--- src/hw/rtl/rswd_pkg.sv ---
// Shared types, constants and the sensor unit-vector function for the
// ring sensor window direction block. No dependencies.
package rswd_pkg;

	localparam int SENSOR_COUNT_DEF = 32;
	localparam int ANGLE_BITS_DEF   = 16;

	localparam int BITS_W   = 32;  // width of the sensor snapshot
	localparam int IDX_W    = 5;   // center and half-width fields
	localparam int POS_W    = 6;   // ring index, covers up to 64 sensors
	localparam int SPAN_W   = 6;   // 2 * half width, up to 62
	localparam int HIT_W    = 6;   // up to 63 covered positions
	localparam int DIR_W    = 16;
	localparam int TRIG_W   = 16;  // Q1.14 cosine / sine
	localparam int SUM_W    = 22;  // 63 * 16384 fits with sign
	localparam int XY_W     = 40;  // sums scaled by 2^16 plus CORDIC growth
	localparam int PHASE_W  = 32;
	localparam int CORDIC_STEPS = 30;
	localparam longint CORDIC_X0 = 652032874;

	localparam longint ATAN_TURN [CORDIC_STEPS] = '{
		536870912, 316933406, 167458907, 85004756, 42667331, 21354465,
		10679838, 5340245, 2670163, 1335087, 667544, 333772, 166886, 83443,
		41722, 20861, 10430, 5215, 2608, 1304, 652, 326, 163, 81, 41, 20,
		10, 5, 3, 1
	};

	typedef struct packed {
		logic [BITS_W-1:0] sensor_bits;
		logic [IDX_W-1:0]  window_center;
		logic [IDX_W-1:0]  window_half_width;
	} rswd_in_t;

	typedef struct packed {
		logic             found;
		logic [DIR_W-1:0] direction;
		logic [HIT_W-1:0] hit_count;
	} rswd_out_t;

	// Travels along the sensor cells.
	typedef struct packed {
		logic [BITS_W-1:0]       sensor_bits;
		logic [POS_W-1:0]        start_pos;
		logic [SPAN_W-1:0]       span;
		logic signed [SUM_W-1:0] sum_x;
		logic signed [SUM_W-1:0] sum_y;
		logic [HIT_W-1:0]        hits;
	} rswd_scan_t;

	// Travels along the vectoring cells.
	typedef struct packed {
		logic signed [XY_W-1:0] x;
		logic signed [XY_W-1:0] y;
		logic [PHASE_W-1:0]     ang;
		logic                   zero;
		logic [HIT_W-1:0]       hits;
	} rswd_rot_t;

	typedef struct packed {
		logic signed [TRIG_W-1:0] cos_v;
		logic signed [TRIG_W-1:0] sin_v;
	} rswd_trig_t;

	// Cosine and sine of a 32-bit phase in Q1.14, by a fixed rotation pass.
	// Evaluated at elaboration only, to build each cell's constants.
	function automatic rswd_trig_t trig_of_phase(input logic [PHASE_W-1:0] phase);
		logic [PHASE_W-1:0] p;
		logic               flip;
		longint             x;
		longint             y;
		longint             z;
		longint             dx;
		longint             dy;
		rswd_trig_t         t;
		flip = (phase >= 32'h4000_0000) && (phase < 32'hC000_0000);
		p = flip ? (phase - 32'h8000_0000) : phase;
		z = longint'($signed(p));
		x = CORDIC_X0;
		y = 0;
		for (int k = 0; k < CORDIC_STEPS; k++) begin
			dx = y >>> k;
			dy = x >>> k;
			if (z >= 0) begin
				x = x - dx;
				y = y + dy;
				z = z - ATAN_TURN[k];
			end else begin
				x = x + dx;
				y = y - dy;
				z = z + ATAN_TURN[k];
			end
		end
		x = (x + 32768) >>> 16;
		y = (y + 32768) >>> 16;
		if (flip) begin
			x = -x;
			y = -y;
		end
		t.cos_v = TRIG_W'(x);
		t.sin_v = TRIG_W'(y);
		return t;
	endfunction

endpackage

--- src/hw/rtl/rswd_sensor_cell.sv ---
// One sensor position of the scan chain: adds its weighted unit vector
// when the window covers it and the sensor sees line. Depends on rswd_pkg.
module rswd_sensor_cell #(
	parameter int SENSOR_COUNT = rswd_pkg::SENSOR_COUNT_DEF,
	parameter int INDEX        = 0
) (
	input  logic                clk,
	input  logic                arst_n,
	input  logic                vld_in,
	input  rswd_pkg::rswd_scan_t scan_in,
	output logic                vld_out,
	output rswd_pkg::rswd_scan_t scan_out
);
	import rswd_pkg::*;

	localparam int MAX_COVER = 62 / SENSOR_COUNT + 1;
	localparam int CNT_W     = $clog2(MAX_COVER + 1);
	localparam logic [PHASE_W-1:0] PHASE =
		PHASE_W'((64'(INDEX) << 32) / SENSOR_COUNT);
	localparam rswd_trig_t TRIG = trig_of_phase(PHASE);
	localparam logic [POS_W:0] IDX_E = (POS_W + 1)'(INDEX);
	localparam logic [POS_W:0] NUM_E = (POS_W + 1)'(SENSOR_COUNT);

	logic [POS_W:0]          start_e;
	logic [POS_W:0]          offset;
	logic [CNT_W-1:0]        cover_cnt;
	logic                    line;
	logic [CNT_W-1:0]        weight;
	logic signed [SUM_W-1:0] weight_s;
	logic signed [SUM_W-1:0] cos_s;
	logic signed [SUM_W-1:0] sin_s;
	logic signed [SUM_W-1:0] sx_in;
	logic signed [SUM_W-1:0] sy_in;
	rswd_scan_t              scan_nxt;
	logic                    vld_q;
	rswd_scan_t              scan_q;

	// Sensors past the snapshot width never see line.
	generate
		if (INDEX < BITS_W) begin : g_bit
			assign line = ~scan_in.sensor_bits[INDEX];
		end else begin : g_none
			assign line = 1'b0;
		end
	endgenerate

	// Distance from the window start, then how many times the window wraps over it.
	always_comb begin
		start_e = {1'b0, scan_in.start_pos};
		offset = (IDX_E >= start_e) ? (IDX_E - start_e) : (IDX_E + NUM_E - start_e);
		cover_cnt = '0;
		for (int k = 0; k < MAX_COVER; k++) begin
			if ((11'(offset) + 11'(k * SENSOR_COUNT)) <= 11'(scan_in.span))
				cover_cnt = cover_cnt + CNT_W'(1);
		end
	end

	always_comb begin
		weight   = line ? cover_cnt : '0;
		weight_s = SUM_W'(weight);
		cos_s    = SUM_W'(TRIG.cos_v);
		sin_s    = SUM_W'(TRIG.sin_v);
		sx_in    = scan_in.sum_x;
		sy_in    = scan_in.sum_y;
		scan_nxt       = scan_in;
		scan_nxt.sum_x = sx_in + weight_s * cos_s;
		scan_nxt.sum_y = sy_in + weight_s * sin_s;
		scan_nxt.hits  = scan_in.hits + HIT_W'(weight);
	end

	always_ff @(posedge clk or negedge arst_n) begin
		if (!arst_n) begin
			vld_q <= 1'b0;
		end else begin
			vld_q <= vld_in;
		end
	end

	always_ff @(posedge clk) begin
		scan_q <= scan_nxt;
	end

	assign vld_out  = vld_q;
	assign scan_out = scan_q;

endmodule

--- config.mk ---
export PLATFORM = sky130hd
export DESIGN_NAME = rswd_sensor_cell
export DESIGN_NICKNAME = d
export VERILOG_FILES = /design/src/hw/rtl/rswd_pkg.sv /design/src/hw/rtl/rswd_sensor_cell.sv
export SDC_FILE = /design/constraint.sdc
export NUM_CORES = 1
export LEC_CHECK = 0
export ABC_AREA = 1
export BUFFER_PORTS_ARGS = -buffer_cell sky130_fd_sc_hd__buf_2
export CELL_PAD_IN_SITES_DETAIL_PLACEMENT = 2
export CELL_PAD_IN_SITES_GLOBAL_PLACEMENT = 2
export CORE_MARGIN = 4
export CORE_UTILIZATION = 22
export DETAILED_ROUTE_END_ITERATION = 7
export PLACE_DENSITY = 0.79
export RECOVER_POWER = 50
export SLEW_MARGIN = 20
export SYNTH_ARGS = -nofsm -noshare
export SYNTH_HDL_FRONTEND = slang
export SYNTH_SLANG_ARGS = --single-unit
export TNS_END_PERCENT = 20
--- constraint.sdc ---
create_clock -name clk -period 0.8 [get_ports clk]
set_input_delay 0.04 -clock clk [delete_from_list [all_inputs] [get_ports clk]]
set_output_delay 0.04 -clock clk [all_outputs]
set_load 0.01 [all_outputs]
==> results of run 1 <==
layout make-up:
type,count,area (µm²)
Fill cell,1069,5320
Timing Repair Buffer,300,2570
Sequential cell,95,2010
Multi-Input combinational cell,75,862
Clock buffer,10,239
Tap cell,143,179
Inverter,24,105
Clock inverter,6,75.1
Antenna cell,2,5.00
where the power goes:
group	internal, W	switching, W
sequential	0.00507	0.000206
clock	0.00258	0.00237
combinational	0.00128	0.00103
total	0.00893	0.00360
stage by stage:
step | worst slack (ps) | util (%)
floorplan | -1650 | -
global placement | -1970 | 33.5
detailed placement | -2070 | 33.5
CTS | -1560 | 47.0
global route | -2060 | 53.2
finish | -1960 | 53.2
layer usage:
metal  global-route usage, %  vias up  share of wire, %  wire length (µm)
li1                        -     1217                 -                 -
met1                    21.4     1368                37              6990
met2                    40.8      132                54             10200
met3                    3.03       39               6.0              1140
met4                    4.38        0               4.0               763
met5                       0        -                 0                 0
flip-flops by register name (all words and copies together), names as in the netlist:
signal,cells
scan_out,94
vld_out,1
final timing paths:
kind | slack, ps | start | cells past startpoint | to
min | -60 | scan_in[42] | 2 | scan_out[42]
min in group asynchronous | 620 | arst_n | 3 | vld_out
max | -1960 | scan_in[56] | 17 | scan_out[4]
max in group asynchronous | 100 | arst_n | 3 | vld_out
cells in the final DEF (no fill, tap or decap), types with 3 or more instances in the layout:
cell type / n
inv_2: 6
nor2_2: 3
nand3_4: 4
dfxtp_1: 9
nand3_2: 3
xor2_1: 7
dlygate4sd3_1: 90
inv_1: 16
clkbuf_16: 9
buf_6: 90
inv_6: 3
buf_4: 15
a21oi_2: 4
ha_4: 8
buf_2: 97
dfxtp_2: 85
nand2_1: 14
nand2_2: 6
nor2_4: 6
clkbuf_1: 4
ha_1: 5
kinds of logic (layout without fill, tap and decap cells):
family / after synthesis / in the layout / share of synthesized area (%)
AND/OR/NAND/NOR: 43 / 43 / 8.01
buffers and inverters: 24 / 340 / 3.54
XOR/XNOR: 12 / 12 / 4.13
other: 0 / 2 / 0
AO/OA/AOI/OAI: 5 / 5 / 1.43
adder cells (fa/ha/maj): 15 / 15 / 7.96
flip-flops: 95 / 95 / 74.9
critical path, stage by stage:
cell and delay, ps:
buf_12 110, nor3_4 260, xor2_1 260, inv_1 130
ha_4 300, nand2_1 100, nor2_4 160, nand3_2 110
a21oi_2 200, ha_1 280, inv_2 90, nor2_4 50
buf_6 120, ha_4 170, fa_2 410, nand3_4 120
xnor2_4 130
repair_timing:
item / in CTS / in global routing
cloned: 0 / 0
endpoints found under the hold margin: 93 / 4
gates resized for setup: 87 / 153
setup buffers: 3 / 7
setup endpoints to repair: 108 / 109
hold buffers: 88 / 2
pin swaps: 25 / 26
==> results.md, run 1 <==
* Status: finished with violations
* Failing checks: negative hold slack, negative setup slack
* Initial Utilization at 22.4%
* Max Clk Rate at 362 MHz
* #FFs+latches synth at 95
* Router iterations before antenna repair at 4
* Nature of the critical path endpoint: flip-flop
* CTS tree: built
* Setup tns final at -29140 ps
* Post-synth EDFFs at 0
* First-pass GRT wire length at 19700 µm
* Congestion Overflow GR at 0
* Async S/R FF share, synth at 1.05%
* Initial antenna violation count at 2
* Max Fanout on Critical Path at 3
* LEAKAGE at 2.78 nW
* Slew @ Worst Pin at 236 ps
* Chip height at 116 µm
* Synth area leaders: dfxtp_1 74%, ha_1 6.4%, inv_1 3.5%
* Post-DP HPWL at 7200 µm
* Maxcap violations at 0
* Synthesis-to-layout area growth at 138%
* Unrepaired setup endpoints after global routing: true
* Area after DPL at 3810 µm²
* Top cell type's share of synthesized area at 73.9%
* Number of global-route vias before repair at 3031
* Top-count cell post-synth: dfxtp_1
* Horiz. Die Dim at 116 µm
* Post-Layout Cell Count at 655
* Avg Vias per Cell at 4.21
* Fin. Hold Viols at 2
* Share of layout cells above drive strength 1 at 70.6%
* Post-route ant nets at 0
* Syn nets at 306
* Final period util at 345%
* CTS root buffer: clkbuf_16
* CTS Sinks at 95
* DR WL/cell at 29.2 µm
* WL final at 19100 µm
* Gr usage total at 20.0%
* Design area at 6050 µm²
* Via Count at 2756
* Final Power at 0.0125 W
* Nets@finish at 617
* FP Rows at 39
* Final setup violation count at 109
* Maximum clock insertion buffer count at 2
* Crit path DAT at 3040 ps
* Rel. slew slack at 84.2%
* Area leader, netlist: dfxtp_1
* WHS at -55.4 ps
* Top_reg_cell synth: dfxtp_1
* Yosys cell types at 18
* Routability cong. at 0.678
* Post-synthesis sequential area ratio at 74.9%
* Core area at 11400 µm²
* Post-Syn Instances at 194
* Commonest cells post-synth: 94 x dfxtp_1, 24 x inv_1, 21 x nand2_1
* Port buffer count at 191
* Largest net degree at the start of global routing at 18
* DIE AREA at 13400 µm²
* Power Density at 2070 nW/µm²
* H-tree depth at 3
* Yosys warning count at 0
* Final setup margin at -1960 ps
* Fin crit period at 2760 ps
* Mapped Area at 2540 µm²
* Hold WC Path Type: input pin to flip-flop
* Worst-path clk slew at 80 ps
* CP required at 1080 ps
* Max-slew violation count at 0
* Total CTS buffers at 9
* Number of DRC markers in iteration 0 at 100
* Startpoint Class: input pin
* Kind of critical path: input pin to flip-flop
* I/O Pins at 192
* Mean area per synthesized cell at 13.1 µm²
* Drc violations at 0
* Maximum VDD drop at 1.77 mV
* Placed cells at 537
(Power assumes the default switching activity.)
==> run 2, diff against run 1 <==
CORE_MARGIN = 2   (was 4)
==> results.md, run 2 (synthesis gave the netlist of run 1 again) <==
* Most common cell after layout, fill and taps aside: buf_2
* P_sw at 0.00348 W (-3.5%)
* Post-Layout Cell Count at 655 (unchanged)
* Initial antenna violation count at 1 (-1)
* DIE AREA at 12400 µm² (-6.8%)
* Slew @ Worst Pin at 285 ps (+49.3 ps)
* Initial Utilization at 22.4% (unchanged)
* Worst setup startpoint: scan_in[56]
* Horiz. Die Dim at 112 µm (-3.5%)
* Status: finished with violations
* WHS at -64.4 ps (-8.92 ps)
* Startpoint Class: input pin
* H-tree depth at 3 (unchanged)
* Largest net degree at the start of global routing at 19 (+1)
* Unrepaired setup endpoints after global routing: true
* Post-DP HPWL at 6760 µm (-6.2%)
* CTS root buffer: clkbuf_16
* Internal power at 0.00850 W (-4.9%)
* Synthesis-to-layout area growth at 134%
* Design area at 5970 µm² (-1.4%)
* FP Rows at 39 (unchanged)
* First-pass GRT wire length at 21500 µm (+9.3%)
* Router iterations before antenna repair at 4 (unchanged)
* Max FFs per register at 94 (unchanged)
* CTS Sinks at 95 (unchanged)
* Fin crit period at 2710 ps (-49.2 ps)
* Commonest non-fill, non-tap cells in the layout: 97 x buf_2, 92 x dlygate4sd3_1, 85 x buf_6
* Nets@finish at 618 (+0.16%)
* DR WL/cell at 26.5 µm (-9.4%)
* Max Fanout on Critical Path at 3 (unchanged)
* Failing checks: negative hold slack, negative setup slack
* Via Count at 2755 (-0.036%)
* Number of DRC markers in iteration 0 at 93 (-7.0%)
* Final period util at 339% (-6.2 points)
* Core area at 11400 µm² (unchanged)
* Setup tns final at -28350 ps (+795 ps)
* Routability cong. at 0.744 (+9.9%)
* Port buffer count at 191 (unchanged)
* Gr usage total at 23.4% (+3.4 points)
* Final Power at 0.0120 W (-4.5%)
* Max Clk Rate at 369 MHz (+1.8%)
* Congestion Overflow GR at 0 (unchanged)
* Chip height at 112 µm (-3.5%)
* I/O Pins at 192 (unchanged)
* LEAKAGE at 2.75 nW (-1.2%)
* Maximum VDD drop at 1.94 mV (+9.7%)
* Post-route ant nets at 0 (unchanged)
* Placed cells at 535 (-0.37%)
* CTS tree: built
* Final setup margin at -1910 ps (+49.2 ps)
* Min-delay src: scan_in[42]
* WL final at 17300 µm (-9.4%)
* Rel. slew slack at 80.9% (-3.3 points)
* Kind of critical path: input pin to flip-flop
* Number of global-route vias before repair at 3152 (+4.0%)
* Avg Vias per Cell at 4.21 (about the same)
* Comb pwr share at 18.9% (+0.5 points)
* Hold path depth at 2 (unchanged)
* CP required at 1040 ps (-40 ps)
* Nature of the critical path endpoint: flip-flop
* Power Density at 2010 nW/µm² (-3.2%)
* Switching Share at 29.0% (+0.30 points)
* Share of power burned in registers at 43.8% (+1.7 points)
* Share of layout cells above drive strength 1 at 68.1% (-2.5 points)
* Clock power frac at 37.3% (-2.2 points)
* Area after DPL at 3800 µm² (-0.39%)
* Worst-path clk slew at 80 ps (about the same)
* Fin. Hold Viols at 3 (+1)
* Maximum clock insertion buffer count at 2 (unchanged)
* Total CTS buffers at 9 (unchanged)
* Maxcap violations at 0 (unchanged)
* Final setup violation count at 109 (unchanged)
* Hold WC Path Type: input pin to flip-flop
* CTS hold repair buffers at 92 (+4.5%)
* Max-slew violation count at 0 (unchanged)
* Drc violations at 0 (unchanged)
* Crit path DAT at 2960 ps (-80 ps)
==> run 2: cell count changes in the layout (fill, tap and decap cells not counted), sizes merged <==
cell	before	now
dlygate4sd3	90	92
bufinv	1	0
clkinv	1	2
diode	2	1
clkinvlp	1	2
buf	204	200
clkbuf	16	18
==> run 2: final timing paths <==
path                                 to  slack [ps]
worst min-delay path       scan_out[42]         -60
min in group asynchronous       vld_out         600
max in group asynchronous       vld_out         100
worst max-delay path       scan_out[48]       -1910
==> run 2: final cells by class <==
type                            count  area, µm²
Clock buffer                        9        225
Inverter                           24        103
Antenna cell                        1       2.50
Fill cell                        1062       5400
Clock inverter                      7       61.3
Multi-Input combinational cell     75        830
Sequential cell                    95       2010
Tap cell                          143        179
Timing Repair Buffer              301       2560
==> run 2: critical path, cell delays in order <==
cell and delay (ps):
buf_8 110, buf_12 120, nor3_4 230, xor2_1 200, inv_1 70, ha_1 320, nand2_1 160, nand2_1 110
nand2_2 90, nand2_2 60, a21oi_2 150, ha_1 280, inv_2 90, nor2_4 50, ha_4 160, fa_2 410
nand3_4 120, nor3_4 50, xor2_1 140
==> run 2: what timing repair did <==
item / CTS / global route
gates cloned: 0 / 0
pin swaps: 24 / 12
resized for setup: 76 / 155
setup endpoints to repair: 109 / 109
setup buffers: 3 / 8
hold endpoints to repair: 95 / 2
==> run 2: metrics by stage <==
step                      hold slack [ps]  setup WS (ps)  util, %
after floorplan                      -256          -1650        -
after global placement               -177          -1970     33.4
after detailed placement             -176          -2040     33.4
after CTS                           -83.4          -1500     46.8
after global routing                -63.9          -2000     52.5
final                               -64.4          -1910     52.5
==> run 2: power groups by stage <==
stage | logic, W | registers, W | clock network [W]
after floorplan | 0.000276 | 0.00535 | 0
final | 0.00226 | 0.00525 | 0.00447
after global routing | 0.00236 | 0.00527 | 0.00472
after CTS | 0.00169 | 0.00512 | 0.00431
after detailed placement | 0.00113 | 0.00519 | 0
after global placement | 0.00108 | 0.00518 | 0
==> run 2: routing by layer <==
layer,vias to the layer above,wire (µm),track usage [%],share of wire [%]
met5,-,0,0,0
met3,24,662,4.35,3.8
li1,1222,-,-,-
met1,1378,6780,24.3,39
met2,131,9440,46.7,54
met4,0,456,7.90,2.6
==> run 3, diff against run 2 <==
PLACE_DENSITY = not set   (was 0.79)
PLACE_DENSITY_LB_ADDON = 0.1   (was not set)
==> results.md, run 3 (synthesis gave the netlist of run 1 again) <==
* Chip height at 112 µm (unchanged)
* Worst-path clk slew at 60 ps (-20 ps)
* Placed cells at 537 (+0.37%)
* Area after DPL at 3810 µm² (+0.40%)
* Post-DP HPWL at 6670 µm (-1.2%)
* Final setup margin at -1490 ps (+419 ps)
* I/O Pins at 192 (unchanged)
* Horiz. Die Dim at 112 µm (unchanged)
* Maxcap violations at 0 (unchanged)
* Min-delay src: scan_in[0]
* Synthesis-to-layout area growth at 123%
* CP Cell Sequence: buf_8, inv_4, ha_4, nand2_4, nor2_4, o21ai_2, buf_4, buf_4, ha_1, a21oi_1, nand2_1, a21oi_2, ha_1, inv_2, nor2_4, ha_4, fa_2, nand3_4, nor3_4, xor2_1
* Design area at 5670 µm² (-5.0%)
* Unrepaired setup endpoints after global routing: true
* Kind of critical path: input pin to flip-flop
* DIE AREA at 12400 µm² (unchanged)
* Port buffer count at 191 (unchanged)
* Top delay family on crit path: adder cells
* Nets@finish at 612 (-0.97%)
* Congestion Overflow GR at 0 (unchanged)
* Largest net degree at the start of global routing at 16 (-3)
* LEAKAGE at 2.67 nW (-2.9%)
* Total CTS buffers at 9 (unchanged)
* Number of DRC markers in iteration 0 at 53 (-43%)
* First-pass GRT wire length at 17700 µm (-17%)
* Commonest non-fill, non-tap cells in the layout: 120 x buf_2, 90 x dlygate4sd3_1, 63 x buf_6, 63 x dfxtp_2, 31 x dfxtp_1
* CTS tree: built
* Max Fanout on Critical Path at 3 (unchanged)
* Startpoint Class: input pin
* Maximum clock insertion buffer count at 2 (unchanged)
* Initial antenna violation count at 2 (+1)
* Post-route ant nets at 0 (unchanged)
* WL final at 13100 µm (-25%)
* Status: finished with violations
* Hold WC Path Type: input pin to flip-flop
* H-tree depth at 3 (unchanged)
* Hold path depth at 2 (unchanged)
* CTS Sinks at 95 (unchanged)
* CP max-delay cell: fa_2
* Final Util at 49.9% (-2.6 points)
* Avg Vias per Cell at 3.95 (-6.1%)
* WHS at -53.7 ps (+10.7 ps)
* Crit path DAT at 2520 ps (-440 ps)
* Final setup violation count at 109 (unchanged)
* Final Power at 0.0113 W (-5.9%)
* Slowest cell delay on critical path at 370 ps (-40 ps)
* FP Rows at 39 (unchanged)
* Pre-CTS setup slack at -2050 ps (-6.12 ps)
* Gr usage total at 18.9% (-4.6 points)
* Failing checks: negative hold slack, negative setup slack
* Routability cong. at 0.720 (-3.3%)
* Max Clk Rate at 436 MHz (+18%)
* Nature of the critical path endpoint: flip-flop
* Power Density at 1990 nW/µm² (-1.0%)
* Fin crit period at 2290 ps (-419 ps)
* Most common cell after layout, fill and taps aside: buf_2
* Router iterations before antenna repair at 4 (unchanged)
* DR WL/cell at 20.1 µm (-24%)
* Via Count at 2567 (-6.8%)
* Initial Utilization at 22.4% (unchanged)
* Core area at 11400 µm² (unchanged)
* CTS root buffer: clkbuf_16
* Share of layout cells above drive strength 1 at 64.0% (-4.1 points)
* Final period util at 287% (-52 points)
* Slew @ Worst Pin at 202 ps (-83.4 ps)
* Max-slew violation count at 0 (unchanged)
* Maximum VDD drop at 1.18 mV (-39%)
* CP bufs+invs at 5 (+1)
* Post-Layout Cell Count at 650 (-0.76%)
* Worst Hold End: scan_out[0]
* CP required at 1020 ps (-20 ps)
* Rel. slew slack at 86.5% (+5.6 points)
* Drc violations at 0 (unchanged)
* Number of global-route vias before repair at 2972 (-5.7%)
* Max FFs per register at 94 (unchanged)
* Fin. Hold Viols at 2 (-1)
-- run 3: cell count changes in the layout (fill, tap and decap cells not counted), moves of 3 or more --
cell	change
buf_2	+23
buf_6	-22
dfxtp_1	+15
dfxtp_2	-14
clkbuf_1	-4
nor2_4	-3
-- run 3: worst max path at each step --
stage	start	end	slack, ps	cells past startpoint
2_1_floorplan	scan_in[56]	scan_out[48]	-1650	19
3_5_place_dp	scan_in[56]	scan_out[48]	-2050	20
6_report	scan_in[57]	scan_out[48]	-1490	20
4_1_cts	scan_in[57]	scan_out[48]	-1520	20
5_1_grt	scan_in[56]	scan_out[48]	-1720	22
3_3_place_gp	scan_in[57]	scan_out[48]	-2010	20
-- run 3: area by class of cell --
type	count	area (µm²)
clock buffers	12	246
fillers	1116	5700
repair buffers	295	2380
well taps	143	179
multi-input cells	75	748
inverters	24	95.1
clock inverters	4	30.0
diodes	2	5.00
flip-flops and latches	95	1990
-- run 3: report_power, final --
part / switching [W] / internal [W] / leakage, nW
clock network: 0.00197 / 0.00221 / 0.133
logic: 0.000795 / 0.00109 / 1.73
registers: 0.000138 / 0.00505 / 0.805
-- run 3: timing repair --
action	4_1_cts	5_1_grt
endpoints found under the setup margin	109	109
resized for setup	67	104
buffers inserted	1	4
hold endpoints to repair	92	3
pin swaps	21	6
hold buffers	89	1
-- run 3: through the flow --
| stage | TNS, ps | hold slack, ps |
|---|---|---|
| finish | -20990 | -53.7 |
| CTS | -21960 | -196 |
| global placement | -25050 | -169 |
| global route | -26190 | -58.8 |
| floorplan | -19810 | -256 |
| detailed placement | -25580 | -172 |
-- run 3: per-layer routing --
layer	GRT usage, %	wire length (µm)	part of all wire [%]
met2	36.1	7300	56
met5	0	0	0
met1	19.4	4730	36
met3	6.31	884	6.8
met4	5.68	174	1.3
